$ cat src/hw/rtl/ghfd_pkg.sv
package ghfd_pkg;

  // Grid geometry and sample format
  localparam int MAX_SIDE    = 32;
  localparam int SAMPLE_BITS = 16;
  localparam int ID_W        = 15;
  localparam int STORE_DEPTH = 2 ** ID_W;
  localparam int SIDE_W      = $clog2(MAX_SIDE + 1);
  localparam int STRIDE_W    = 2 * SIDE_W;
  localparam int DIV_CNT_W   = $clog2(ID_W + 1);

  // Accumulators: diagonal terms b + f - 2c, cross terms four-corner sum
  localparam int ACC_W  = SAMPLE_BITS + 2;
  localparam int HD_W   = ACC_W + 2;
  localparam int HC_W   = ACC_W;
  localparam int NUM_ACC = 6;

  localparam int CFG_IDX_W  = 2;
  localparam int CFG_DATA_W = 6;
  localparam logic [CFG_IDX_W-1:0] CFG_SIZE_X = 2'd0;
  localparam logic [CFG_IDX_W-1:0] CFG_SIZE_Y = 2'd1;
  localparam logic [CFG_IDX_W-1:0] CFG_SIZE_Z = 2'd2;
  localparam logic [SIDE_W-1:0]    SIZE_RESET = SIDE_W'(MAX_SIDE);

  // Accumulator select masks
  localparam logic [NUM_ACC-1:0] ACC_XX   = 6'b000001;
  localparam logic [NUM_ACC-1:0] ACC_YY   = 6'b000010;
  localparam logic [NUM_ACC-1:0] ACC_ZZ   = 6'b000100;
  localparam logic [NUM_ACC-1:0] ACC_XY   = 6'b001000;
  localparam logic [NUM_ACC-1:0] ACC_XZ   = 6'b010000;
  localparam logic [NUM_ACC-1:0] ACC_YZ   = 6'b100000;
  localparam logic [NUM_ACC-1:0] ACC_DIAG = ACC_XX | ACC_YY | ACC_ZZ;

  // Program layout
  localparam int NUM_READS = 19;
  localparam int RD_IDX_W  = $clog2(NUM_READS);
  localparam int PC_W      = 5;
  localparam logic [PC_W-1:0] ST_IDLE     = PC_W'(0);
  localparam logic [PC_W-1:0] ST_DIV_X    = PC_W'(1);
  localparam logic [PC_W-1:0] ST_WAIT_X   = PC_W'(2);
  localparam logic [PC_W-1:0] ST_DIV_Y    = PC_W'(3);
  localparam logic [PC_W-1:0] ST_WAIT_Y   = PC_W'(4);
  localparam logic [PC_W-1:0] ST_SPLIT    = PC_W'(5);
  localparam logic [PC_W-1:0] ST_RD0      = PC_W'(6);
  localparam logic [PC_W-1:0] ST_ACC_LAST = PC_W'(6 + NUM_READS);
  localparam logic [PC_W-1:0] ST_FINISH   = PC_W'(7 + NUM_READS);

  typedef enum logic [2:0] {
    OP_NOP,
    OP_IDLE,
    OP_DIV_X,
    OP_DIV_Y,
    OP_SPLIT,
    OP_FINISH
  } op_e;

  typedef enum logic [1:0] {
    OFF_ZERO,
    OFF_BACK,
    OFF_FRONT
  } off_e;

  typedef enum logic [2:0] {
    C_NEXT,
    C_GOTO,
    C_IF_DIV_BUSY,
    C_IF_NO_QUERY,
    C_IF_OOR,
    C_WHILE_OUT_FULL
  } cond_e;

  typedef struct packed {
    off_e                ox;
    off_e                oy;
    off_e                oz;
    logic [NUM_ACC-1:0]  acc_en;
    logic                acc_neg;
    logic                acc_dbl;
  } rd_t;

  typedef struct packed {
    op_e                 op;
    logic                rd_en;
    off_e                ox;
    off_e                oy;
    off_e                oz;
    logic [NUM_ACC-1:0]  acc_en;
    logic                acc_neg;
    logic                acc_dbl;
    cond_e               cond;
    logic [PC_W-1:0]     target;
  } ctrl_t;

  typedef struct packed {
    logic div_busy;
    logic query_acc;
    logic oor;
    logic out_full;
  } stat_t;

  function automatic logic [SIDE_W-1:0] eff_size(input logic [SIDE_W-1:0] s);
    logic [SIDE_W-1:0] r;
    if (s == '0) begin
      r = SIDE_W'(1);
    end else if (s > SIDE_W'(MAX_SIDE)) begin
      r = SIDE_W'(MAX_SIDE);
    end else begin
      r = s;
    end
    return r;
  endfunction

  function automatic rd_t mk_rd(input off_e ox, input off_e oy, input off_e oz,
                                input logic [NUM_ACC-1:0] en, input logic neg,
                                input logic dbl);
    rd_t r;
    r.ox      = ox;
    r.oy      = oy;
    r.oz      = oz;
    r.acc_en  = en;
    r.acc_neg = neg;
    r.acc_dbl = dbl;
    return r;
  endfunction

  // Neighbor visit order and the weight each sample carries
  function automatic rd_t rd_tab(input logic [RD_IDX_W-1:0] i);
    rd_t r;
    unique case (i)
      5'd0:  r = mk_rd(OFF_ZERO,  OFF_ZERO,  OFF_ZERO,  ACC_DIAG, 1'b1, 1'b1);
      5'd1:  r = mk_rd(OFF_BACK,  OFF_ZERO,  OFF_ZERO,  ACC_XX,   1'b0, 1'b0);
      5'd2:  r = mk_rd(OFF_FRONT, OFF_ZERO,  OFF_ZERO,  ACC_XX,   1'b0, 1'b0);
      5'd3:  r = mk_rd(OFF_ZERO,  OFF_BACK,  OFF_ZERO,  ACC_YY,   1'b0, 1'b0);
      5'd4:  r = mk_rd(OFF_ZERO,  OFF_FRONT, OFF_ZERO,  ACC_YY,   1'b0, 1'b0);
      5'd5:  r = mk_rd(OFF_ZERO,  OFF_ZERO,  OFF_BACK,  ACC_ZZ,   1'b0, 1'b0);
      5'd6:  r = mk_rd(OFF_ZERO,  OFF_ZERO,  OFF_FRONT, ACC_ZZ,   1'b0, 1'b0);
      5'd7:  r = mk_rd(OFF_FRONT, OFF_FRONT, OFF_ZERO,  ACC_XY,   1'b0, 1'b0);
      5'd8:  r = mk_rd(OFF_FRONT, OFF_BACK,  OFF_ZERO,  ACC_XY,   1'b1, 1'b0);
      5'd9:  r = mk_rd(OFF_BACK,  OFF_FRONT, OFF_ZERO,  ACC_XY,   1'b1, 1'b0);
      5'd10: r = mk_rd(OFF_BACK,  OFF_BACK,  OFF_ZERO,  ACC_XY,   1'b0, 1'b0);
      5'd11: r = mk_rd(OFF_FRONT, OFF_ZERO,  OFF_FRONT, ACC_XZ,   1'b0, 1'b0);
      5'd12: r = mk_rd(OFF_FRONT, OFF_ZERO,  OFF_BACK,  ACC_XZ,   1'b1, 1'b0);
      5'd13: r = mk_rd(OFF_BACK,  OFF_ZERO,  OFF_FRONT, ACC_XZ,   1'b1, 1'b0);
      5'd14: r = mk_rd(OFF_BACK,  OFF_ZERO,  OFF_BACK,  ACC_XZ,   1'b0, 1'b0);
      5'd15: r = mk_rd(OFF_ZERO,  OFF_FRONT, OFF_FRONT, ACC_YZ,   1'b0, 1'b0);
      5'd16: r = mk_rd(OFF_ZERO,  OFF_FRONT, OFF_BACK,  ACC_YZ,   1'b1, 1'b0);
      5'd17: r = mk_rd(OFF_ZERO,  OFF_BACK,  OFF_FRONT, ACC_YZ,   1'b1, 1'b0);
      5'd18: r = mk_rd(OFF_ZERO,  OFF_BACK,  OFF_BACK,  ACC_YZ,   1'b0, 1'b0);
      default: r = mk_rd(OFF_ZERO, OFF_ZERO, OFF_ZERO, '0, 1'b0, 1'b0);
    endcase
    return r;
  endfunction

  // Control store: read step k issues neighbor k-ST_RD0 and folds in the previous one
  function automatic ctrl_t ucode(input logic [PC_W-1:0] pc);
    ctrl_t w;
    rd_t   r;
    w         = '0;
    w.op      = OP_NOP;
    w.ox      = OFF_ZERO;
    w.oy      = OFF_ZERO;
    w.oz      = OFF_ZERO;
    w.cond    = C_NEXT;
    w.target  = ST_IDLE;
    if (pc == ST_IDLE) begin
      w.op     = OP_IDLE;
      w.cond   = C_IF_NO_QUERY;
      w.target = ST_IDLE;
    end else if (pc == ST_DIV_X) begin
      w.op = OP_DIV_X;
    end else if (pc == ST_WAIT_X) begin
      w.cond   = C_IF_DIV_BUSY;
      w.target = ST_WAIT_X;
    end else if (pc == ST_DIV_Y) begin
      w.op = OP_DIV_Y;
    end else if (pc == ST_WAIT_Y) begin
      w.cond   = C_IF_DIV_BUSY;
      w.target = ST_WAIT_Y;
    end else if (pc == ST_SPLIT) begin
      w.op     = OP_SPLIT;
      w.cond   = C_IF_OOR;
      w.target = ST_FINISH;
    end else if (pc >= ST_RD0 && pc <= ST_ACC_LAST) begin
      if (pc < ST_ACC_LAST) begin
        r       = rd_tab(RD_IDX_W'(pc - ST_RD0));
        w.rd_en = 1'b1;
        w.ox    = r.ox;
        w.oy    = r.oy;
        w.oz    = r.oz;
      end
      if (pc > ST_RD0) begin
        r         = rd_tab(RD_IDX_W'(pc - ST_RD0 - PC_W'(1)));
        w.acc_en  = r.acc_en;
        w.acc_neg = r.acc_neg;
        w.acc_dbl = r.acc_dbl;
      end
    end else if (pc == ST_FINISH) begin
      w.op     = OP_FINISH;
      w.cond   = C_WHILE_OUT_FULL;
      w.target = ST_IDLE;
    end else begin
      w.cond   = C_GOTO;
      w.target = ST_IDLE;
    end
    return w;
  endfunction

endpackage

$ cat src/hw/rtl/ghfd_seq.sv
module ghfd_seq (
  input  logic              clk_i,
  input  logic              rst_ni,
  input  ghfd_pkg::stat_t   stat_i,
  output ghfd_pkg::ctrl_t   ctrl_o
);

  logic [ghfd_pkg::PC_W-1:0] pc_q;
  logic [ghfd_pkg::PC_W-1:0] pc_d;
  logic [ghfd_pkg::PC_W-1:0] pc_inc;
  ghfd_pkg::ctrl_t           ctrl;

  assign ctrl   = ghfd_pkg::ucode(pc_q);
  assign pc_inc = pc_q + 1'b1;

  always_comb begin
    unique case (ctrl.cond)
      ghfd_pkg::C_NEXT:           pc_d = pc_inc;
      ghfd_pkg::C_GOTO:           pc_d = ctrl.target;
      ghfd_pkg::C_IF_DIV_BUSY:    pc_d = stat_i.div_busy ? ctrl.target : pc_inc;
      ghfd_pkg::C_IF_NO_QUERY:    pc_d = stat_i.query_acc ? pc_inc : ctrl.target;
      ghfd_pkg::C_IF_OOR:         pc_d = stat_i.oor ? ctrl.target : pc_inc;
      ghfd_pkg::C_WHILE_OUT_FULL: pc_d = stat_i.out_full ? pc_q : ctrl.target;
      default:                    pc_d = ghfd_pkg::ST_IDLE;
    endcase
  end

  always_ff @(posedge clk_i or negedge rst_ni) begin
    if (!rst_ni) begin
      pc_q <= ghfd_pkg::ST_IDLE;
    end else begin
      pc_q <= pc_d;
    end
  end

  assign ctrl_o = ctrl;

endmodule

$ cat config.mk
export PLATFORM = sky130hd
export DESIGN_NAME = ghfd_seq
export DESIGN_NICKNAME = d
export VERILOG_FILES = /design/src/hw/rtl/ghfd_pkg.sv /design/src/hw/rtl/ghfd_seq.sv
export SDC_FILE = /design/constraint.sdc
export NUM_CORES = 1
export LEC_CHECK = 0
export BUFFER_PORTS_ARGS = -buffer_cell sky130_fd_sc_hd__buf_4
export CAP_MARGIN = 5
export CELL_PAD_IN_SITES_DETAIL_PLACEMENT = 2
export CELL_PAD_IN_SITES_GLOBAL_PLACEMENT = 2
export CORE_ASPECT_RATIO = 1.75
export CORE_UTILIZATION = 32
export CTS_BUF_LIST = sky130_fd_sc_hd__clkbuf_8
export DETAILED_ROUTE_END_ITERATION = 10
export MAX_ROUTING_LAYER = met4
export PLACE_DENSITY = 0.9
export SLEW_MARGIN = 10
export SYNTH_ARGS = -nofsm -noshare
export SYNTH_HDL_FRONTEND = slang
export SYNTH_SLANG_ARGS = --single-unit
$ cat constraint.sdc
create_clock -name clk_i -period 3.9 [get_ports clk_i]
set_input_delay 0.585 -clock clk_i [delete_from_list [all_inputs] [get_ports clk_i]]
set_output_delay 0.585 -clock clk_i [all_outputs]
set_load 0.01 [all_outputs]
# Word-level counts from Yosys, hierarchy flattened
# Memory sizes are Yosys's and may differ from the RTL's.
# Index checks and enable logic that the tools add are counted.
totals:
  ff_bits: 5
  romBits: 896
  input_bits: 6
  output_inout_bits: 26
  word_cells: 55
  memories: 2
classes:
  add_sub_neg: 3
  order_cmp: 4
  n_eq_ne: 12
  n_mux: 30
  reduce_logical: 3
memory_table:
  columns: ["name", "words", "word_bits", "read_ports", "rd_clocked_by_memory_dff", "wr", "line_no", "rtl"]
  rows:
  - ["(name not given)", 32, 14, 1, 0, 0, "ghfd_pkg.sv:129", "unique case (i)"]
  - ["(name not given)", 32, 14, 1, 0, 0, "ghfd_pkg.sv:129", null]
ops:
  columns: ["operator", "n"]
  rows:
  - ["two-way mux 18 bit", 6]
  - ["two-way mux 8 bit", 7]
  - ["two-way mux 23 bit", 2]
  - ["two-way mux 15 bit", 3]
  - ["case mux 5 bit (6 select lines)", 1]
  - ["two-way mux 5 bit", 4]
  - ["two-way mux 3 bit", 6]
  - ["== test 5 x 2 -> 1 bit (second input constant)", 2]
  - ["== test 5 x 3 -> 1 bit (second input constant)", 2]
  - ["two-way mux 7 bit", 1]
  - ["== test 3 x 2 -> 1 bit (second input constant)", 2]
  - ["== test 3 bit (second input constant)", 2]
  - ["adder 5 x 1 -> 5 bit (second input constant)", 1]
  - ["== test 5 x 1 -> 1 bit (second input constant)", 1]
  - ["== test 5 bit (second input constant)", 1]
  - ["greater-or-equal comparator 5 x 3 -> 1 bit (second input constant)", 1]
  - ["greater-than comparator 5 x 3 -> 1 bit (second input constant)", 1]
  - ["<= comparator 5 bit (second input constant)", 1]
  - ["zero test 5 bit", 1]
  - ["less-than comparator 5 bit (second input constant)", 1]
  - ["subtractor 5 x 1 -> 5 bit (second input constant)", 1]
  - ["subtractor 5 x 3 -> 5 bit (second input constant)", 1]
  - ["== test 3 x 1 -> 1 bit (second input constant)", 1]
  - ["zero test 3 bit", 1]
  - ["other kinds (2)", 2]

# Longest topological paths before layout
# Gate-level depths: netlist (run 1).
# An unclocked memory read counts as a cell.
depth:
  word_depth: 17
  ltp_mapped: 9
  ltp_nobuf: 7

# Least setup slack after synthesis (run 1)
# OpenSTA, ideal clock, no wires.
synth_path:
  kind: "flip-flop to output port"
  startpoint: "reg pc_q[2] (netlist bit)"
  endpoint: "out ctrl_o[14] (netlist bit)"
  arrival_ps: 2392
  required_time_ps: 3315
  path_slack_ps: 923
  path_stages_with_launch: 9
  path_buffers: 2
  path_cell_list: "dfrtp_1 > buf_2 > inv_1 > ha_1 > clkbuf_1 > nor3_2 > xnor2_1 > nand2_1 > a2111oi_0"
synth_lines:
  columns: ["element", "line_no", "rtl"]
  rows:
  - ["from (decl)", "ghfd_seq.sv:8", "logic [ghfd_pkg::PC_W-1:0] pc_q;"]
  - ["from (signal assigned)", "ghfd_seq.sv:30", "pc_q <= ghfd_pkg::ST_IDLE;"]
  - ["from (signal assigned)", "ghfd_seq.sv:32", "pc_q <= pc_d;"]
  - ["to (decl)", "ghfd_seq.sv:5", "output ghfd_pkg::ctrl_t ctrl_o"]

==> flow_summary.yaml, run 1 <==
status:
  status: "finished, final reports clean"
cells_and_area:
  fin_cells: 238
  regMostFlops: "pc_q"
  nets: 209
  diodes: 0
  drive_gt1_share_pct: 24.0
  reg_top3: "pc_q (5)"
  largest_reg_flops: 5
  area_delta_synth_final_pct: 20.0
grt:
  grt_pass1_vias: 1537
  antenna_found_initial: 0
  track_usage_pct: 23.5
  grt_use_met3_pct: 3.08
  grt_use_met2_pct: 47.7
  grt_pass1_wl_um: 7400
  busiest_layer: "met2"
  met1_usage_pct: 21.0
  grt_start_max_net_pins: 19
  overflow: 0
sta:
  finalCriticalPeriod_ns: 3.55
  period_share_pct: 91.0
  fmax_mhz: 282
  final-hold-violation-count: 0
  rsz0062_at_grt: "no"
  worst_pin_slew_ns: 0.728
  fin_skew_ns: 0.00269
  fin_setup_tns_ns: 0
  slew_viol_final: 0
  timing.slew.headroom_pct: 51.5
  setup_viol: 0
critical_path:
  rr_startpoint: "pc_q[0]$_DFFE_PN0P_"
  worst_setup_path_end_kind: "output port"
  worstPathArrival_ns: 2.96
  r2r_end: "pc_q[0]$_DFFE_PN0P_"
  critPathLaunchType: "flop"
  r2r_cells: 8
  worstPathMaxFanout: 14
  r2r_slack_ns: 1.05
  setup.worst_path.end: "ctrl_o[14]"
  criticalPathCategory: "flop to output port"
  required_ns: 3.31
  startpoint: "pc_q[0]$_DFFE_PN0P_"
clocking:
  cts_sinks: 5
  tritoncts: "built"
  clock_path_buffers: 2
  h-tree-depth: 1
  cts-resized-gates: 0
  clkLatencyLatePin_ns: 0.22
  cts_buffers: 3
  root_buffer: "clkbuf_8"
  clkSlewWorstSetupHoldPaths_ns: 0.04
  holdBufCountCts: 0
  cts_setup_buffers: 0
floorplan:
  core_um2: 3660
  start_util_pct: 33.7
  fp.dieH_um: 84.1
  dieArea_um2: 4120
  io_pins: 32
  rows: 29
  die_w_um: 48.9
logic_synthesis:
  synthTopCellsByCount: "nor2_1, nand2_1, a21oi_1, inv_1, ha_1"
  syn_nets: 187
  syn_inst: 171
  ys_warn_count: 0
  async_flop_share_pct: 100
  synth_top_cell_area_share_pct: 10.1
  synth-edff-count: 0
  synth_most_common_cell: "nor2_1"
  ys_seq_area_share_pct: 10.1
  synth_area_per_cell_um2: 7.21
  yosys-top-cells-area: "dfrtp_1, ha_1, a21oi_1"
  synth_seq_cells: 5
  synthDistinctLibCells: 55
  yosysTopAreaCell: "dfrtp_1"
  syn_area_um2: 1230
  synth_flop_cell: "dfrtp_1"
drt:
  drc: 0
  antenna_left: 0
  wire_per_inst_um: 18.9
  first_pass_iters: 5
  vias_per_cell: 5.84
  vias: 1390
  initialDrtViolationCount: 15
  drt_wl_total_um: 4500
placed_design:
  dp.cells: 234
  gp_congestion: 0.817
  dp_hpwl_um: 3630
  portBuffers: 30
power_and_ir_drop:
  p_per_area_nw_per_um2: 887
  p_leak_nw: 0.659
  irDropWorstVdd_mv: 0.521
run:
  cap_violations: 0
min_path:
  hold_class: "primary input to async pin"
-- report_power, final --
part	switching, W	total [W]	internal, W
clock network	0.0000239	0.0000913	0.0000673
logic	0.000656	0.00108	0.000424
registers	0.0000721	0.000142	0.0000702
-- kinds of logic after synthesis --
kind of cell    synth area share [%]
compound gates                  25.7
buf+inv                         11.2
flops                           10.1
fa+ha+maj                       10.1
mux                             5.27
xor+xnor                        9.23
other cells                    0.304
simple gates                    28.1
-- placed cells by master (no fill, tap or decap), types with 5 or more instances in the layout --
cell and n:
dfrtp_1 5, nand3_1 9, nor3_1 7, buf_4 31
nor2_1 17, inv_1 14, xnor2_1 5, nand2_1 16
ha_1 10, a21oi_1 13
-- layout make-up --
cell class	count	area, um2
Inverter	13	48.8
Multi-Input combinational cell	139	971
Tap cell	46	57.6
Timing Repair Buffer	31	233
Sequential cell	5	125
Clock inverter	1	3.75
Fill cell	451	2180
Clock buffer	3	41.3
-- how the worst min path moves through the flow --
stage / slack [ns] / to / cells after the start / from
after floorplan: 0.29 / pc_q[0]$_DFFE_PN0P_ / 0 / rst_ni
after global placement: 0.39 / pc_q[4]$_DFFE_PN0P_ / 1 / rst_ni
after detailed placement: 0.39 / pc_q[3]$_DFFE_PN0P_ / 1 / rst_ni
after CTS: 0.16 / pc_q[1]$_DFFE_PN0P_ / 1 / rst_ni
after global routing: 0.15 / pc_q[1]$_DFFE_PN0P_ / 1 / rst_ni
final: 0.16 / pc_q[1]$_DFFE_PN0P_ / 1 / rst_ni
-- critical path, cell delays in order (launching register included) --
cell       delay (ns)
dfrtp_1          0.52
inv_1            0.20
ha_1             0.43
nor2_1           0.31
o2111ai_1        0.18
a21oi_1          0.40
nand2_1          0.13
a2111oi_0        0.38
buf_4            0.19
-- per-layer routing --
metal	share of wire, %	up-vias
li1	-	653
met1	36	685
met2	58	40
met3	2.4	12
met4	2.9	0
met5	0	-
-- through the flow --
step           util (%)  setup slack [ns]  instance area (um2)  hold WS [ns]  total power [W]
3_3_place_gp       39.2             0.858                 1440         0.385          0.00115
2_1_floorplan         -             0.923                 1230         0.289         0.000916
6_report           40.4             0.350                 1480         0.160          0.00131
3_5_place_dp       39.2             0.559                 1440         0.388          0.00122
5_1_grt            40.4             0.131                 1480         0.154          0.00143
4_1_cts            40.4             0.336                 1480         0.156          0.00132
Power figures use the tool's default switching activity.
==> run 2, diff against run 1 <==
- ABC_AREA: unset -> 1
- CAP_MARGIN: 5 -> 30
- CORE_UTILIZATION: 32 -> 29
==> run 2 against run 1 <==
- global-route usage down 0.053 points
- synthesized cell count is 24% higher
- die area up 8.4%
- hold slack lost 0.017 ns
- highest routed layer unchanged
- count of clock-buffer cells in the layout unchanged
- flip-flop and latch count is the same
- register-to-register slack better by 0.25 ns
==> flow_summary.yaml, run 2 <==
status:
  status: "finished, final reports clean"
critical_path:
  rr_startpoint: "pc_q[0]$_DFFE_PN0P_"
  r2r_cells: 12
  criticalPathCategory: "flop to output port"
  worstPathMaxFanout: 10
  worstPathArrival_ns: 2.97
  worst_setup_path_end_kind: "output port"
  required_ns: 3.31
  r2r_end: "pc_q[0]$_DFFE_PN0P_"
  critPathLaunchType: "flop"
  r2r_slack_ns: 1.30
placed_design:
  dp_hpwl_um: 3940
  place_ws_ns: 0.586
  portBuffers: 30
  gp_congestion: 0.904
  dpl_cell_area_um2: 1470
grt:
  grt_start_max_net_pins: 11
  antenna_found_initial: 0
  overflow: 0
  grt_pass1_vias: 1597
  track_usage_pct: 23.4
  grt_pass1_wl_um: 7600
logic_synthesis:
  synth_flop_cell: "dfrtp_1"
  synth_area_per_cell_um2: 5.73
  synth_top_cell_area_share_pct: 14.2
  ys_seq_area_share_pct: 10.3
  ys_warn_count: 0
  yosys-top-cells-area: "nand2_1, dfrtp_1, ha_1"
  async_flop_share_pct: 100
  synthDistinctLibCells: 29
  synth_most_common_cell: "nand2_1"
  yosysTopAreaCell: "nand2_1"
  synthTopCellsByCount: "nand2_1, nor2_1, inv_1, o21ai_0, nand3_1"
  syn_nets: 228
  synth-edff-count: 0
  synth_seq_cells: 5
  syn_area_um2: 1210
  syn_inst: 212
sta:
  finalCriticalPeriod_ns: 3.56
  slew_viol_final: 0
  period_share_pct: 91.3
  rsz0062_at_grt: "no"
  worst_slack_ns: 0.340
  holdWs_ns: 0.142
  fin_skew_ns: 0.00500
  fmax_mhz: 281
  final-hold-violation-count: 0
  fin_setup_tns_ns: 0
  setup_viol: 0
clocking:
  h-tree-depth: 1
  holdBufCountCts: 0
  tritoncts: "built"
  root_buffer: "clkbuf_8"
  cts_sinks: 5
  cts_setup_buffers: 0
  cts_buffers: 3
  clock_path_buffers: 2
  clkLatencyLatePin_ns: 0.24
  cts-resized-gates: 0
  clkSlewWorstSetupHoldPaths_ns: 0.04
floorplan:
  core_um2: 3940
  io_pins: 32
  rows: 30
  dieArea_um2: 4460
  fp.dieH_um: 87.6
  start_util_pct: 30.8
  die_w_um: 50.9
drt:
  vias_per_cell: 5.40
  first_pass_iters: 4
  antenna_left: 0
  wire_per_inst_um: 16.2
  drt_wl_total_um: 4700
  vias: 1567
  drc: 0
  initialDrtViolationCount: 18
power_and_ir_drop:
  p_seq_share_pct: 8.6
  power.total_w: 0.00138
  p_per_area_nw_per_um2: 908
  p_int_w: 0.000529
  p_sw_share_pct: 61.5
  irDropWorstVdd_mv: 0.380
  p_leak_nw: 0.799
  comb_power_share_pct: 84.1
  power_switching_w: 0.000846
  p_clk_share_pct: 7.3
cells_and_area:
  nets: 259
  layout.cells.most_common: "nand2_1"
  regMostFlops: "pc_q"
  reg_top3: "pc_q (5)"
  diodes: 0
  design_area_um2: 1520
  final_cell_mix: "nand2_1, nor2_1, buf_4"
  area_delta_synth_final_pct: 24.7
  largest_reg_flops: 5
  fill_cells: 524
  drive_gt1_share_pct: 19.4
run:
  cap_violations: 0
min_path:
  hold_class: "primary input to async pin"
==> run 2: changes by cell type in the layout (fill, tap and decap cells not counted), sizes merged, moves of 3 or more <==
cell | before | now
a211o | 3 | 0
o21ai | 5 | 23
nand4 | 2 | 6
nor2 | 17 | 33
inv | 14 | 30
and3 | 3 | 0
xnor2 | 6 | 0
nand3 | 9 | 17
nand2 | 16 | 47
==> run 2: critical path, stage by stage, from the launching register on <==
cell      delay [ns]
dfrtp_1         0.48
clkinv_1        0.34
ha_1            0.36
inv_1           0.13
nor2_1          0.09
nand2_1         0.31
nand2_1         0.18
nor3b_2         0.38
nand3_1         0.17
a21oi_1         0.16
buf_4           0.14
==> run 2: worst max path at each step <==
stage	to	start	depth (start not counted)
5_1_grt	ctrl_o[15]	pc_q[0]$_DFFE_PN0P_	10
6_report	ctrl_o[15]	pc_q[0]$_DFFE_PN0P_	10
2_1_floorplan	ctrl_o[19]	pc_q[0]$_DFFE_PN0P_	10
3_3_place_gp	ctrl_o[15]	pc_q[0]$_DFFE_PN0P_	10
3_5_place_dp	ctrl_o[15]	pc_q[0]$_DFFE_PN0P_	10
4_1_cts	ctrl_o[15]	pc_q[0]$_DFFE_PN0P_	10
==> run 2: layer usage <==
metal  track usage, %  vias to the layer above  part of all wire, %
met2             47.0                       38                   57
met5                -                        -                    0
li1                 -                      759                    -
met1             20.4                      752                   37
met3             1.39                       18                  1.6
met4             12.9                        0                  4.3
==> run 2: cell type report <==
type                            count  area [um2]  share of cell area [%]
Multi-Input combinational cell    172         943                    62.3
Timing Repair Buffer               30         225                    14.9
Sequential cell                     5         125                    8.26
Inverter                           31         116                    7.68
Tap cell                           48        60.1                    3.96
Clock buffer                        3        41.3                    2.73
Clock inverter                      1        3.75                   0.248
==> run 2: logic make-up after synthesis <==
kind of cell,count (synthesis),synth area share [%]
adder cells (fa/ha/maj),10,10.3
other,1,0.309
AO/OA/AOI/OAI,42,19.7
XOR/XNOR,5,5.46
buffers and inverters,35,12.0
flip-flops,5,10.3
AND/OR/NAND/NOR,114,41.9
==> run 2: per-stage QoR <==
stage / utilization, % / instances
finish: 38.4 / 290
CTS: 38.4 / 290
detailed placement: 37.3 / 286
floorplan: - / 212
global placement: 37.3 / 286
global route: 38.4 / 290
==> run 2: power groups by stage <==
stage	clock (W)	sequential (W)	combinational (W)
2_1_floorplan	0	0.0000986	0.000802
3_3_place_gp	0	0.000115	0.00113
3_5_place_dp	0	0.000118	0.00116
4_1_cts	0.0000993	0.000118	0.00117
5_1_grt	0.000105	0.000123	0.00130
6_report	0.000100	0.000119	0.00116
