<file path="src/hw/rtl/ghfd_pkg.sv">
package ghfd_pkg;

  // Grid geometry and sample format
  localparam int MAX_SIDE    = 32;
  localparam int SAMPLE_BITS = 16;
  localparam int ID_W        = 15;
  localparam int STORE_DEPTH = 2 ** ID_W;
  localparam int SIDE_W      = $clog2(MAX_SIDE + 1);
  localparam int STRIDE_W    = 2 * SIDE_W;
  localparam int DIV_CNT_W   = $clog2(ID_W + 1);

  // Accumulators: diagonal terms b + f - 2c, cross terms four-corner sum
  localparam int ACC_W  = SAMPLE_BITS + 2;
  localparam int HD_W   = ACC_W + 2;
  localparam int HC_W   = ACC_W;
  localparam int NUM_ACC = 6;

  localparam int CFG_IDX_W  = 2;
  localparam int CFG_DATA_W = 6;
  localparam logic [CFG_IDX_W-1:0] CFG_SIZE_X = 2'd0;
  localparam logic [CFG_IDX_W-1:0] CFG_SIZE_Y = 2'd1;
  localparam logic [CFG_IDX_W-1:0] CFG_SIZE_Z = 2'd2;
  localparam logic [SIDE_W-1:0]    SIZE_RESET = SIDE_W'(MAX_SIDE);

  // Accumulator select masks
  localparam logic [NUM_ACC-1:0] ACC_XX   = 6'b000001;
  localparam logic [NUM_ACC-1:0] ACC_YY   = 6'b000010;
  localparam logic [NUM_ACC-1:0] ACC_ZZ   = 6'b000100;
  localparam logic [NUM_ACC-1:0] ACC_XY   = 6'b001000;
  localparam logic [NUM_ACC-1:0] ACC_XZ   = 6'b010000;
  localparam logic [NUM_ACC-1:0] ACC_YZ   = 6'b100000;
  localparam logic [NUM_ACC-1:0] ACC_DIAG = ACC_XX | ACC_YY | ACC_ZZ;

  // Program layout
  localparam int NUM_READS = 19;
  localparam int RD_IDX_W  = $clog2(NUM_READS);
  localparam int PC_W      = 5;
  localparam logic [PC_W-1:0] ST_IDLE     = PC_W'(0);
  localparam logic [PC_W-1:0] ST_DIV_X    = PC_W'(1);
  localparam logic [PC_W-1:0] ST_WAIT_X   = PC_W'(2);
  localparam logic [PC_W-1:0] ST_DIV_Y    = PC_W'(3);
  localparam logic [PC_W-1:0] ST_WAIT_Y   = PC_W'(4);
  localparam logic [PC_W-1:0] ST_SPLIT    = PC_W'(5);
  localparam logic [PC_W-1:0] ST_RD0      = PC_W'(6);
  localparam logic [PC_W-1:0] ST_ACC_LAST = PC_W'(6 + NUM_READS);
  localparam logic [PC_W-1:0] ST_FINISH   = PC_W'(7 + NUM_READS);

  typedef enum logic [2:0] {
    OP_NOP,
    OP_IDLE,
    OP_DIV_X,
    OP_DIV_Y,
    OP_SPLIT,
    OP_FINISH
  } op_e;

  typedef enum logic [1:0] {
    OFF_ZERO,
    OFF_BACK,
    OFF_FRONT
  } off_e;

  typedef enum logic [2:0] {
    C_NEXT,
    C_GOTO,
    C_IF_DIV_BUSY,
    C_IF_NO_QUERY,
    C_IF_OOR,
    C_WHILE_OUT_FULL
  } cond_e;

  typedef struct packed {
    off_e                ox;
    off_e                oy;
    off_e                oz;
    logic [NUM_ACC-1:0]  acc_en;
    logic                acc_neg;
    logic                acc_dbl;
  } rd_t;

  typedef struct packed {
    op_e                 op;
    logic                rd_en;
    off_e                ox;
    off_e                oy;
    off_e                oz;
    logic [NUM_ACC-1:0]  acc_en;
    logic                acc_neg;
    logic                acc_dbl;
    cond_e               cond;
    logic [PC_W-1:0]     target;
  } ctrl_t;

  typedef struct packed {
    logic div_busy;
    logic query_acc;
    logic oor;
    logic out_full;
  } stat_t;

  function automatic logic [SIDE_W-1:0] eff_size(input logic [SIDE_W-1:0] s);
    logic [SIDE_W-1:0] r;
    if (s == '0) begin
      r = SIDE_W'(1);
    end else if (s > SIDE_W'(MAX_SIDE)) begin
      r = SIDE_W'(MAX_SIDE);
    end else begin
      r = s;
    end
    return r;
  endfunction

  function automatic rd_t mk_rd(input off_e ox, input off_e oy, input off_e oz,
                                input logic [NUM_ACC-1:0] en, input logic neg,
                                input logic dbl);
    rd_t r;
    r.ox      = ox;
    r.oy      = oy;
    r.oz      = oz;
    r.acc_en  = en;
    r.acc_neg = neg;
    r.acc_dbl = dbl;
    return r;
  endfunction

  // Neighbor visit order and the weight each sample carries
  function automatic rd_t rd_tab(input logic [RD_IDX_W-1:0] i);
    rd_t r;
    unique case (i)
      5'd0:  r = mk_rd(OFF_ZERO,  OFF_ZERO,  OFF_ZERO,  ACC_DIAG, 1'b1, 1'b1);
      5'd1:  r = mk_rd(OFF_BACK,  OFF_ZERO,  OFF_ZERO,  ACC_XX,   1'b0, 1'b0);
      5'd2:  r = mk_rd(OFF_FRONT, OFF_ZERO,  OFF_ZERO,  ACC_XX,   1'b0, 1'b0);
      5'd3:  r = mk_rd(OFF_ZERO,  OFF_BACK,  OFF_ZERO,  ACC_YY,   1'b0, 1'b0);
      5'd4:  r = mk_rd(OFF_ZERO,  OFF_FRONT, OFF_ZERO,  ACC_YY,   1'b0, 1'b0);
      5'd5:  r = mk_rd(OFF_ZERO,  OFF_ZERO,  OFF_BACK,  ACC_ZZ,   1'b0, 1'b0);
      5'd6:  r = mk_rd(OFF_ZERO,  OFF_ZERO,  OFF_FRONT, ACC_ZZ,   1'b0, 1'b0);
      5'd7:  r = mk_rd(OFF_FRONT, OFF_FRONT, OFF_ZERO,  ACC_XY,   1'b0, 1'b0);
      5'd8:  r = mk_rd(OFF_FRONT, OFF_BACK,  OFF_ZERO,  ACC_XY,   1'b1, 1'b0);
      5'd9:  r = mk_rd(OFF_BACK,  OFF_FRONT, OFF_ZERO,  ACC_XY,   1'b1, 1'b0);
      5'd10: r = mk_rd(OFF_BACK,  OFF_BACK,  OFF_ZERO,  ACC_XY,   1'b0, 1'b0);
      5'd11: r = mk_rd(OFF_FRONT, OFF_ZERO,  OFF_FRONT, ACC_XZ,   1'b0, 1'b0);
      5'd12: r = mk_rd(OFF_FRONT, OFF_ZERO,  OFF_BACK,  ACC_XZ,   1'b1, 1'b0);
      5'd13: r = mk_rd(OFF_BACK,  OFF_ZERO,  OFF_FRONT, ACC_XZ,   1'b1, 1'b0);
      5'd14: r = mk_rd(OFF_BACK,  OFF_ZERO,  OFF_BACK,  ACC_XZ,   1'b0, 1'b0);
      5'd15: r = mk_rd(OFF_ZERO,  OFF_FRONT, OFF_FRONT, ACC_YZ,   1'b0, 1'b0);
      5'd16: r = mk_rd(OFF_ZERO,  OFF_FRONT, OFF_BACK,  ACC_YZ,   1'b1, 1'b0);
      5'd17: r = mk_rd(OFF_ZERO,  OFF_BACK,  OFF_FRONT, ACC_YZ,   1'b1, 1'b0);
      5'd18: r = mk_rd(OFF_ZERO,  OFF_BACK,  OFF_BACK,  ACC_YZ,   1'b0, 1'b0);
      default: r = mk_rd(OFF_ZERO, OFF_ZERO, OFF_ZERO, '0, 1'b0, 1'b0);
    endcase
    return r;
  endfunction

  // Control store: read step k issues neighbor k-ST_RD0 and folds in the previous one
  function automatic ctrl_t ucode(input logic [PC_W-1:0] pc);
    ctrl_t w;
    rd_t   r;
    w         = '0;
    w.op      = OP_NOP;
    w.ox      = OFF_ZERO;
    w.oy      = OFF_ZERO;
    w.oz      = OFF_ZERO;
    w.cond    = C_NEXT;
    w.target  = ST_IDLE;
    if (pc == ST_IDLE) begin
      w.op     = OP_IDLE;
      w.cond   = C_IF_NO_QUERY;
      w.target = ST_IDLE;
    end else if (pc == ST_DIV_X) begin
      w.op = OP_DIV_X;
    end else if (pc == ST_WAIT_X) begin
      w.cond   = C_IF_DIV_BUSY;
      w.target = ST_WAIT_X;
    end else if (pc == ST_DIV_Y) begin
      w.op = OP_DIV_Y;
    end else if (pc == ST_WAIT_Y) begin
      w.cond   = C_IF_DIV_BUSY;
      w.target = ST_WAIT_Y;
    end else if (pc == ST_SPLIT) begin
      w.op     = OP_SPLIT;
      w.cond   = C_IF_OOR;
      w.target = ST_FINISH;
    end else if (pc >= ST_RD0 && pc <= ST_ACC_LAST) begin
      if (pc < ST_ACC_LAST) begin
        r       = rd_tab(RD_IDX_W'(pc - ST_RD0));
        w.rd_en = 1'b1;
        w.ox    = r.ox;
        w.oy    = r.oy;
        w.oz    = r.oz;
      end
      if (pc > ST_RD0) begin
        r         = rd_tab(RD_IDX_W'(pc - ST_RD0 - PC_W'(1)));
        w.acc_en  = r.acc_en;
        w.acc_neg = r.acc_neg;
        w.acc_dbl = r.acc_dbl;
      end
    end else if (pc == ST_FINISH) begin
      w.op     = OP_FINISH;
      w.cond   = C_WHILE_OUT_FULL;
      w.target = ST_IDLE;
    end else begin
      w.cond   = C_GOTO;
      w.target = ST_IDLE;
    end
    return w;
  endfunction

endpackage

</file>
<file path="src/hw/rtl/ghfd_div.sv">
module ghfd_div (
  input  logic                          clk_i,
  input  logic                          rst_ni,
  input  logic                          start_i,
  input  logic [ghfd_pkg::ID_W-1:0]     dividend_i,
  input  logic [ghfd_pkg::SIDE_W-1:0]   divisor_i,
  output logic                          busy_o,
  output logic [ghfd_pkg::ID_W-1:0]     quot_o,
  output logic [ghfd_pkg::SIDE_W-1:0]   rem_o
);

  logic                            busy_q;
  logic [ghfd_pkg::DIV_CNT_W-1:0]  cnt_q;
  logic [ghfd_pkg::ID_W-1:0]       quo_q;
  logic [ghfd_pkg::SIDE_W-1:0]     rem_q;
  logic [ghfd_pkg::SIDE_W-1:0]     div_q;
  logic [ghfd_pkg::SIDE_W:0]       trial;
  logic [ghfd_pkg::SIDE_W:0]       diff;
  logic                            ge;

  // Restoring division, one quotient bit per cycle
  assign trial = {rem_q, quo_q[ghfd_pkg::ID_W-1]};
  assign ge    = trial >= {1'b0, div_q};
  assign diff  = trial - {1'b0, div_q};

  always_ff @(posedge clk_i or negedge rst_ni) begin
    if (!rst_ni) begin
      busy_q <= 1'b0;
      cnt_q  <= '0;
    end else if (start_i) begin
      busy_q <= 1'b1;
      cnt_q  <= ghfd_pkg::DIV_CNT_W'(ghfd_pkg::ID_W);
    end else if (busy_q) begin
      cnt_q <= cnt_q - 1'b1;
      if (cnt_q == ghfd_pkg::DIV_CNT_W'(1)) begin
        busy_q <= 1'b0;
      end
    end
  end

  always_ff @(posedge clk_i) begin
    if (start_i) begin
      quo_q <= dividend_i;
      rem_q <= '0;
      div_q <= divisor_i;
    end else if (busy_q) begin
      rem_q <= ge ? diff[ghfd_pkg::SIDE_W-1:0] : trial[ghfd_pkg::SIDE_W-1:0];
      quo_q <= {quo_q[ghfd_pkg::ID_W-2:0], ge};
    end
  end

  assign busy_o = busy_q;
  assign quot_o = quo_q;
  assign rem_o  = rem_q;

endmodule

</file>
<file path="config.mk">
export PLATFORM = sky130hd
export DESIGN_NAME = ghfd_div
export DESIGN_NICKNAME = d
export VERILOG_FILES = /design/src/hw/rtl/ghfd_pkg.sv /design/src/hw/rtl/ghfd_div.sv
export SDC_FILE = /design/constraint.sdc
export NUM_CORES = 1
export LEC_CHECK = 0
export BUFFER_PORTS_ARGS = -buffer_cell sky130_fd_sc_hd__buf_2
export CAP_MARGIN = 15
export CORE_MARGIN = 2
export CORE_UTILIZATION = 50
export DETAILED_ROUTE_END_ITERATION = 7
export PLACE_DENSITY = 0.87
export REMOVE_ABC_BUFFERS = 1
export SYNTH_ARGS = -nofsm -noshare
export SYNTH_HDL_FRONTEND = slang
export SYNTH_SLANG_ARGS = --single-unit
</file>
<file path="constraint.sdc">
create_clock -name clk_i -period 3.3 [get_ports clk_i]
set_input_delay 0.33 -clock clk_i [delete_from_list [all_inputs] [get_ports clk_i]]
set_output_delay 0.33 -clock clk_i [all_outputs]
set_load 0.01 [all_outputs]
</file>
### Yosys cells after proc, flatten, opt, wreduce, memory -nomap -nowiden

Cells that the tools add are included.

* bitwise logic cells: 0
* divide/modulo/power cells: 0
* reduce and logical (&&, ||, !) cells: 1
* muxes and demuxes: 8
* order comparisons: 1
* multipliers: 0
* eq/ne operators: 1
* shifts and indexed selects: 0
* add/subtract/negate cells: 2

Operators with widths (number)
* $mux 15: 2
* $mux 4: 2
* $ge 7x6->1: 1
* $mux 6: 1
* $sub 6x6->6: 1
* $eq 4x1->1 const B: 1
* $sub 4x1->4 const B: 1
* $mux 1: 3
* $reduce_bool 2->1: 1

* word-level logic and storage cells: 18
* ROM bits: 0
* bits in latches: 0
* bits in writable memories: 0
* memories: 0
* register bits after elaboration: 32

### Longest topological paths before layout

Gate-level depths: netlist (run 1).

* word-level depth: 4
* gate-level depth with buffers: 8
* depth with buffers taken out: 8

### Worst setup path before layout (run 1)

Ideal clock, no wire load.

* path type: reg2reg
* from: register rem_q, in the netlist rem_o[3]
* to: register rem_q, in the netlist rem_o[1]
* buffers on the path: 1
* period minus slack after synthesis: 2.066 ns
* required time: 3.173 ns
* setup slack: 1.234 ns
* data arrival time: 1.939 ns
* stages on the path, launching flop included: 8
* cells stage by stage: dfxtp_1 > ha_1 > a21o_1 > a211o_1 > a41o_1 > buf_6 > nor4bb_1 > or3_1

* cells in the longest elaborated chain, start to end: 2

Ends and longest elaborated chain
* start, declared: RTL line ghfd_div.sv:15 `logic [ghfd_pkg::SIDE_W-1:0] rem_q;`
* start signal, assigned: RTL line ghfd_div.sv:47 `rem_q <= ge ? diff[ghfd_pkg::SIDE_W-1:0] : trial[ghfd_pkg::SIDE_W-1:0];`
* $ge 7x6->1: RTL line ghfd_div.sv:23 `assign ge = trial >= {1'b0, div_q};`
* $mux 6: RTL line ghfd_div.sv:47

No other way between the ends.
A chain may end at the register's enable or synchronous reset.

### Worst setup path after layout (run 1)

* from: register div_q[4] (netlist name)
* to: register rem_q, in the netlist rem_o[1]

* cells in the longest elaborated chain, start to end: 2

Ends and longest elaborated chain
* start, declared: RTL line ghfd_div.sv:16 `logic [ghfd_pkg::SIDE_W-1:0] div_q;`
* start signal, assigned: RTL line ghfd_div.sv:45 `div_q <= divisor_i;`
* $ge 7x6->1: RTL line ghfd_div.sv:23
* $mux 6: RTL line ghfd_div.sv:47

No other way between the ends.

==> results of run 1 <==
## registers in the layout, indices dropped and copies added, names as in the netlist
| signal | count |
|---|---|
| quot_o | 15 |
| div_q | 6 |
| rem_o | 6 |
| cnt_q | 4 |
| busy_o | 1 |
## critical path, cell delays in order, from the launching register on
cell	delay, ns
sky130_fd_sc_hd__edfxtp_1	0.38
sky130_fd_sc_hd__inv_1	0.07
sky130_fd_sc_hd__ha_1	0.28
sky130_fd_sc_hd__a21o_1	0.18
sky130_fd_sc_hd__a211o_1	0.29
sky130_fd_sc_hd__a41o_1	0.35
sky130_fd_sc_hd__nor4bb_1	0.20
sky130_fd_sc_hd__or3_1	0.38
## final timing paths
check,from,endpoint,slack (ns),depth (start not counted)
setup / recovery,div_q[4],rem_o[1],1.07,7
max in group asynchronous,rst_ni,cnt_q[0],2.79,2
setup reg to reg,div_q[4],rem_o[1],1.07,7
hold / removal,divisor_i[0],div_q[0],0.16,1
min in group asynchronous,rst_ni,cnt_q[3],0.38,2
hold reg to reg,rem_o[3],rem_o[3],0.52,2
## layer usage
metal	share of wire, %	vias to the layer above	global-route usage [%]
met1	43	548	22.27
met4	0.83	0	8.511
met5	0	-	0
met2	48	45	31.88
met3	8.0	2	9.874
li1	-	584	-
## cells in the final DEF (no fill, tap or decap), types with 2 or more instances in the layout
cell type                   n
sky130_fd_sc_hd__edfxtp_1  21
sky130_fd_sc_hd__nor3b_1    3
sky130_fd_sc_hd__nand2b_1   5
sky130_fd_sc_hd__clkinv_2   2
sky130_fd_sc_hd__clkbuf_4   5
sky130_fd_sc_hd__xnor2_1    3
sky130_fd_sc_hd__mux2i_1    3
sky130_fd_sc_hd__a21o_1     2
sky130_fd_sc_hd__o21ai_0    5
sky130_fd_sc_hd__dfxtp_1    6
sky130_fd_sc_hd__buf_2     45
sky130_fd_sc_hd__nand2_1    6
sky130_fd_sc_hd__inv_1     11
sky130_fd_sc_hd__dfrtp_1    5
sky130_fd_sc_hd__xor2_1     2
sky130_fd_sc_hd__a211oi_1   4
sky130_fd_sc_hd__or3_1      2
sky130_fd_sc_hd__mux2_2    16
sky130_fd_sc_hd__nor2b_1    2
sky130_fd_sc_hd__a21oi_1    5
sky130_fd_sc_hd__nor2_1    10
sky130_fd_sc_hd__ha_1       9
## cell families (layout without fill, tap and decap cells)
family / after synthesis / after routing
flip-flops: 32 / 32
multiplexers: 19 / 19
buffers and inverters: 17 / 65
XOR/XNOR: 5 / 5
AND/OR/NAND/NOR: 33 / 33
AO/OA/AOI/OAI: 22 / 22
adder cells (fa/ha/maj): 10 / 10
## area by class of cell
cell class	count	area, sq um	share of cell area [%]
Clock buffer	5	37.54	1.910
Clock inverter	3	13.76	0.7002
Inverter	11	41.29	2.101
Multi-Input combinational cell	89	706.9	35.96
Sequential cell	32	875.8	44.56
Tap cell	44	55.05	2.801
Timing Repair Buffer	46	235.2	11.97
## repair_timing
action | in CTS | in global routing
hold endpoints to repair | 5 | 0
buffers inserted | 0 | 0
hold buffers | 1 | 0
## synth_stat cells, drive strengths merged (2+ instances only)
cell type and instances:
mux2 16, ha 9, nand2b 5, a21o 2, dfrtp 5, buf 4, dfxtp 6, or3 2
a211oi 4, nor2 10, nand2 6, a21oi 5, nor2b 2, clkbuf 2, mux2i 3, edfxtp 21
o21ai 5, xor2 2, nor3b 3, xnor2 3, inv 11
## where the power goes
group	switching, mW	leakage [nW]	internal (mW)	total [mW]
clock network	0.138	0.0324	0.0781	0.216
logic	0.215	0.547	0.200	0.415
registers	0.0429	0.315	0.493	0.536
total	0.396	0.895	0.771	1.17
## stage by stage
stage / util (%) / cells
5_1_grt: 63.35 / 230
6_report: 63.35 / 230
2_1_floorplan: - / 132
3_3_place_gp: 61.37 / 221
4_1_cts: 63.35 / 230
3_5_place_dp: 61.37 / 221
==> qor.yml, run 1 <==
run_status:
  status: "complete, no violations"
synthesis:
  synth.lib_cells_used.distinct: 35
  ys_ff_latch: 32
  synth.top_cell.area_share_pct: 38.07
  fraction_of_registers_with_async_set_reset_pct: 15.63
  synth-main-ff-cell: "sky130_fd_sc_hd__edfxtp_1"
  ys_seq_area_share_pct: 52.87
  synth-simple-area-share_pct: 10.57
  dominant_combinational_cell_family_by_area_after_synthesis: "multiplexers"
  synth.cell_area_sq_um: 1657
  synthesis.yosys.warnings: 0
  synth-adder-area-share_pct: 8.006
  post_synthesis_mux_area_share_pct: 12.69
  synth.largest_area_cell: "sky130_fd_sc_hd__edfxtp_1"
  synthTopCellsByArea: "sky130_fd_sc_hd__edfxtp_1, sky130_fd_sc_hd__mux2_2, sky130_fd_sc_hd__dfrtp_1, sky130_fd_sc_hd__dfxtp_1, sky130_fd_sc_hd__ha_1"
  compound_gate_fraction_of_synth_area_pct: 8.761
  synth_cells: 138
  synth_xor_xnor_area_share_pct: 2.644
  mapped_avg_cell_area_sq_um: 12.00
  synth_enable_flop_cells: 21
global_routing:
  grt_pass1_wl_mm: 5.326
  grt_start_max_net_pins: 38
  globalRouteOverflowTotal: 0
  gr-usage-all-layers_pct: 19.83
  grt_antenna_before_repair: 0
  number_of_global_route_vias_before_repair: 1171
sta:
  slew_violations: 0
  grt_setup_unrepaired: "no"
  holdWs_ns: 0.1608
  timing.fmax_mhz: 448.4
  worst_slew_margin_rel_pct: 53.71
  finalCritPeriodShare_pct: 67.57
  accumulated_negative_setup_slack_ns: 0
  setup_slack_ns: 1.070
  clock-skew-final_ns: 0.01274
  finalHoldViolations: 0
  final_period_minus_worst_setup_slack_ns: 2.230
  setup-violations-final: 0
  tightest_slew_ns: 0.6943
flow_run:
  number_of_max_cap_violations: 0
layout:
  fin_area_sq_um: 1966
  synthToLayoutAreaGrowth_pct: 18.66
  layout-drive-gt1-share_pct: 37.10
  fill_cells: 273
  nNetsFinal: 219
  antenna-diode-count: 0
die:
  dieWidth_microns: 61.56
  boundaryPins: 46
  initial_core_util_pct: 53.39
  floorplan.die.height_microns: 61.56
  std_cell_rows: 20
  fp.coreArea_sq_um: 3103
  fp.dieArea_sq_um: 3790
worst_setup_path:
  cp.required_ns: 3.53
  cp.arrival_ns: 2.46
  crit_path_max_fanout: 10
  critPathKind: "reg -> reg"
  endpoint_kind: "flop"
  startpoint_type: "flop"
routing:
  routed_via_density: 5.126
  drt_drc_violations_left: 0
  drt.antenna.violating_nets: 0
  firstDrtPassIters: 4
  detail_route.wl_per_cell_microns: 14.07
  finalWirelength_mm: 3.236
  route.vias.total: 1179
  first_iter_violations: 68
clock_tree:
  cts.root.buffer_cell: "sky130_fd_sc_hd__clkbuf_4"
  clock_tree_from_tritoncts: "yes"
  h_tree_depth: 2
  clkSinkCount: 32
  clkSlewWorstSetupHoldPaths_ns: 0.11
  cts_inserted_buffers: 5
  cts_buffer_depth: 2
  post_cts_resize_count: 0
  clock_network_latency_to_the_later_pin_of_the_worst_skew_pair_ns: 0.34
place:
  place_area_sq_um: 1904
  place_hpwl_mm: 2.273
  gp_congestion: 0.8312
  placement.io_buffers: 45
  placement_stage_worst_setup_slack_ns: 1.080
power_and_ir_drop:
  power_mw: 1.167
  pwr_cell_area_nw_per_um2: 593.7
  max-vdd-ir-drop_mv: 0.3070
  total_leakage_power_nw: 0.8950
hold_path:
  timing.hold.worst.class: "in -> reg"
No activity file was read; power rests on OpenSTA's default activity.
==> inputs of run 2 (changes only) <==
Clock period 3.3 ns to 2.3 ns, I/O delays scaled along.
==> qor.yml, run 2 (synthesis results as in run 1) <==
layout:
  instances_no_fill: 231
  synthToLayoutAreaGrowth_pct: 19.11
  mostFrequentLayoutCell: "sky130_fd_sc_hd__buf_2"
  nNetsFinal: 220
  fill_cells: 279
  layout-drive-gt1-share_pct: 37.43
  antenna-diode-count: 0
  postLayoutCoreUtil_pct: 63.59
  most-common-layout-cells: "sky130_fd_sc_hd__buf_2, sky130_fd_sc_hd__edfxtp_1, sky130_fd_sc_hd__mux2_2"
  largest_register_ff_count: 15
global_routing:
  grt_antenna_before_repair: 0
  globalRouteMet2Util_pct: 32.18
  gr-usage-all-layers_pct: 19.43
  grt_pass1_wl_mm: 5.244
  groute.layer.met3.usage_pct: 9.454
  globalRouteOverflowTotal: 0
  grt_start_max_net_pins: 38
  use_met1_pct: 21.89
  number_of_global_route_vias_before_repair: 1227
  grt_most_used_layer: "met2"
worst_setup_path:
  cp.required_ns: 2.54
  crit_slowest_cell: "sky130_fd_sc_hd__edfxtp_1"
  critPathKind: "reg -> reg"
  r2r_worst_path_depth: 8
  timing.critical_path.slowest_cell_delay_ns: 0.39
  startpoint_type: "flop"
  crit_path_max_fanout: 6
  endpoint_kind: "flop"
  cp.arrival_ns: 2.39
  cp_cell_sequence: "inv_1 > ha_1 > a21o_1 > a211o_1 > a41o_1 > buf_4 > o21a_1 > a211oi_1"
sta:
  final_period_minus_worst_setup_slack_ns: 2.147
  grt_setup_unrepaired: "no"
  accumulated_negative_setup_slack_ns: 0
  setup_slack_ns: 0.1526
  finalCritPeriodShare_pct: 93.37
  slew_violations: 0
  setup-violations-final: 0
  timing.fmax_mhz: 465.7
  worst_slew_margin_rel_pct: 53.99
  tightest_slew_ns: 0.6902
  finalHoldViolations: 0
  clock-skew-final_ns: 0.008632
die:
  boundaryPins: 46
  fp.dieArea_sq_um: 3790
  fp.coreArea_sq_um: 3103
  dieWidth_microns: 61.56
  std_cell_rows: 20
  initial_core_util_pct: 53.39
  floorplan.die.height_microns: 61.56
clock_tree:
  clkSinkCount: 32
  clock_tree_from_tritoncts: "yes"
  cts_buffer_depth: 2
  post_cts.repair.setup_buffers: 0
  h_tree_depth: 2
  clkSlewWorstSetupHoldPaths_ns: 0.11
  cts.root.buffer_cell: "sky130_fd_sc_hd__clkbuf_4"
  cts_inserted_buffers: 5
  clock_network_latency_to_the_later_pin_of_the_worst_skew_pair_ns: 0.33
place:
  dp.cells: 222
  placement_stage_worst_setup_slack_ns: 0.1703
  place_hpwl_mm: 2.296
  placement.io_buffers: 45
  gp_congestion: 0.8430
power_and_ir_drop:
  comb_power_share_pct: 35.9
  p_sw_mw: 0.5698
  pwr-share-seq_pct: 45.7
  clock_power_share_pct: 18.4
  pwr_cell_area_nw_per_um2: 856.4
  p_sw_share_pct: 33.72
  max-vdd-ir-drop_mv: 0.4333
  total_leakage_power_nw: 0.9002
  power_mw: 1.690
  power.internal_mw: 1.120
routing:
  drt.antenna.violating_nets: 0
  drt_drc_violations_left: 0
  firstDrtPassIters: 4
  first_iter_violations: 61
  detail_route.wl_per_cell_microns: 13.87
  finalWirelength_mm: 3.203
  routed_via_density: 5.169
  route.vias.total: 1194
hold_path:
  hold_path_depth: 1
  timing.hold.worst.class: "in -> reg"
flow_run:
  number_of_max_cap_violations: 0
run_status:
  status: "complete, no violations"
-- run 2: cell types whose count changed in the layout (fill, tap and decap cells not counted), sizes merged --
| cell | before | now |
|---|---|---|
| buf | 45 | 46 |
-- run 2: routing by layer --
layer | wire length, microns | share of wire, %
met1 | 1331 | 42
met2 | 1632 | 51
met3 | 226 | 7.1
met4 | 12 | 0.37
met5 | 0 | 0
-- run 2: layout make-up --
| cell class | instances | area [sq um] | share of cell area (%) |
|---|---|---|---|
| multi-input combinational | 89 | 706.9 | 35.83 |
| tap | 44 | 55.05 | 2.790 |
| clock buffer | 5 | 37.54 | 1.902 |
| clock inverter | 3 | 13.76 | 0.6975 |
| sequential | 32 | 875.8 | 44.39 |
| timing repair buffer | 47 | 242.7 | 12.30 |
| inverter | 11 | 41.29 | 2.093 |
-- run 2: worst paths after layout --
| kind | startpoint | slack [ns] | endpoint |
|---|---|---|---|
| max | div_q[4] | 0.15 | rem_o[5] |
| max in group asynchronous | rst_ni | 1.94 | cnt_q[3] |
| min in group asynchronous | rst_ni | 0.22 | busy_o |
| min reg2reg | rem_o[4] | 0.53 | rem_o[4] |
| min | divisor_i[0] | 0.07 | div_q[0] |
| max reg2reg | div_q[4] | 0.15 | rem_o[5] |
-- run 2: critical path: cells and delay by family (launching register included) --
| family | cells | cell delay, ns |
|---|---|---|
| fa+ha+maj | 1 | 0.27 |
| compound gates | 5 | 1.16 |
| buf+inv | 2 | 0.25 |
| flops | 1 | 0.39 |
-- run 2: stage by stage --
step / hold WS (ns) / instance area [sq um]
after floorplan: -0.06559 / 1624
after detailed placement: 0.05149 / 1912
after CTS: 0.05015 / 1973
after global routing: 0.03561 / 1973
final: 0.06756 / 1973
after global placement: 0.04509 / 1912
-- run 2: timing repair --
action	in CTS	in global routing
resized for setup	0	0
endpoints found under the hold margin	5	0
hold buffers	1	0
-- run 2: power groups by stage --
stage / Clock (mW) / Sequential, mW / Combinational [mW]
after floorplan: 0 / 0.807 / 0.375
after global placement: 0 / 0.777 / 0.574
after detailed placement: 0 / 0.782 / 0.599
after CTS: 0.323 / 0.772 / 0.609
after global routing: 0.347 / 0.784 / 0.677
final: 0.311 / 0.773 / 0.606
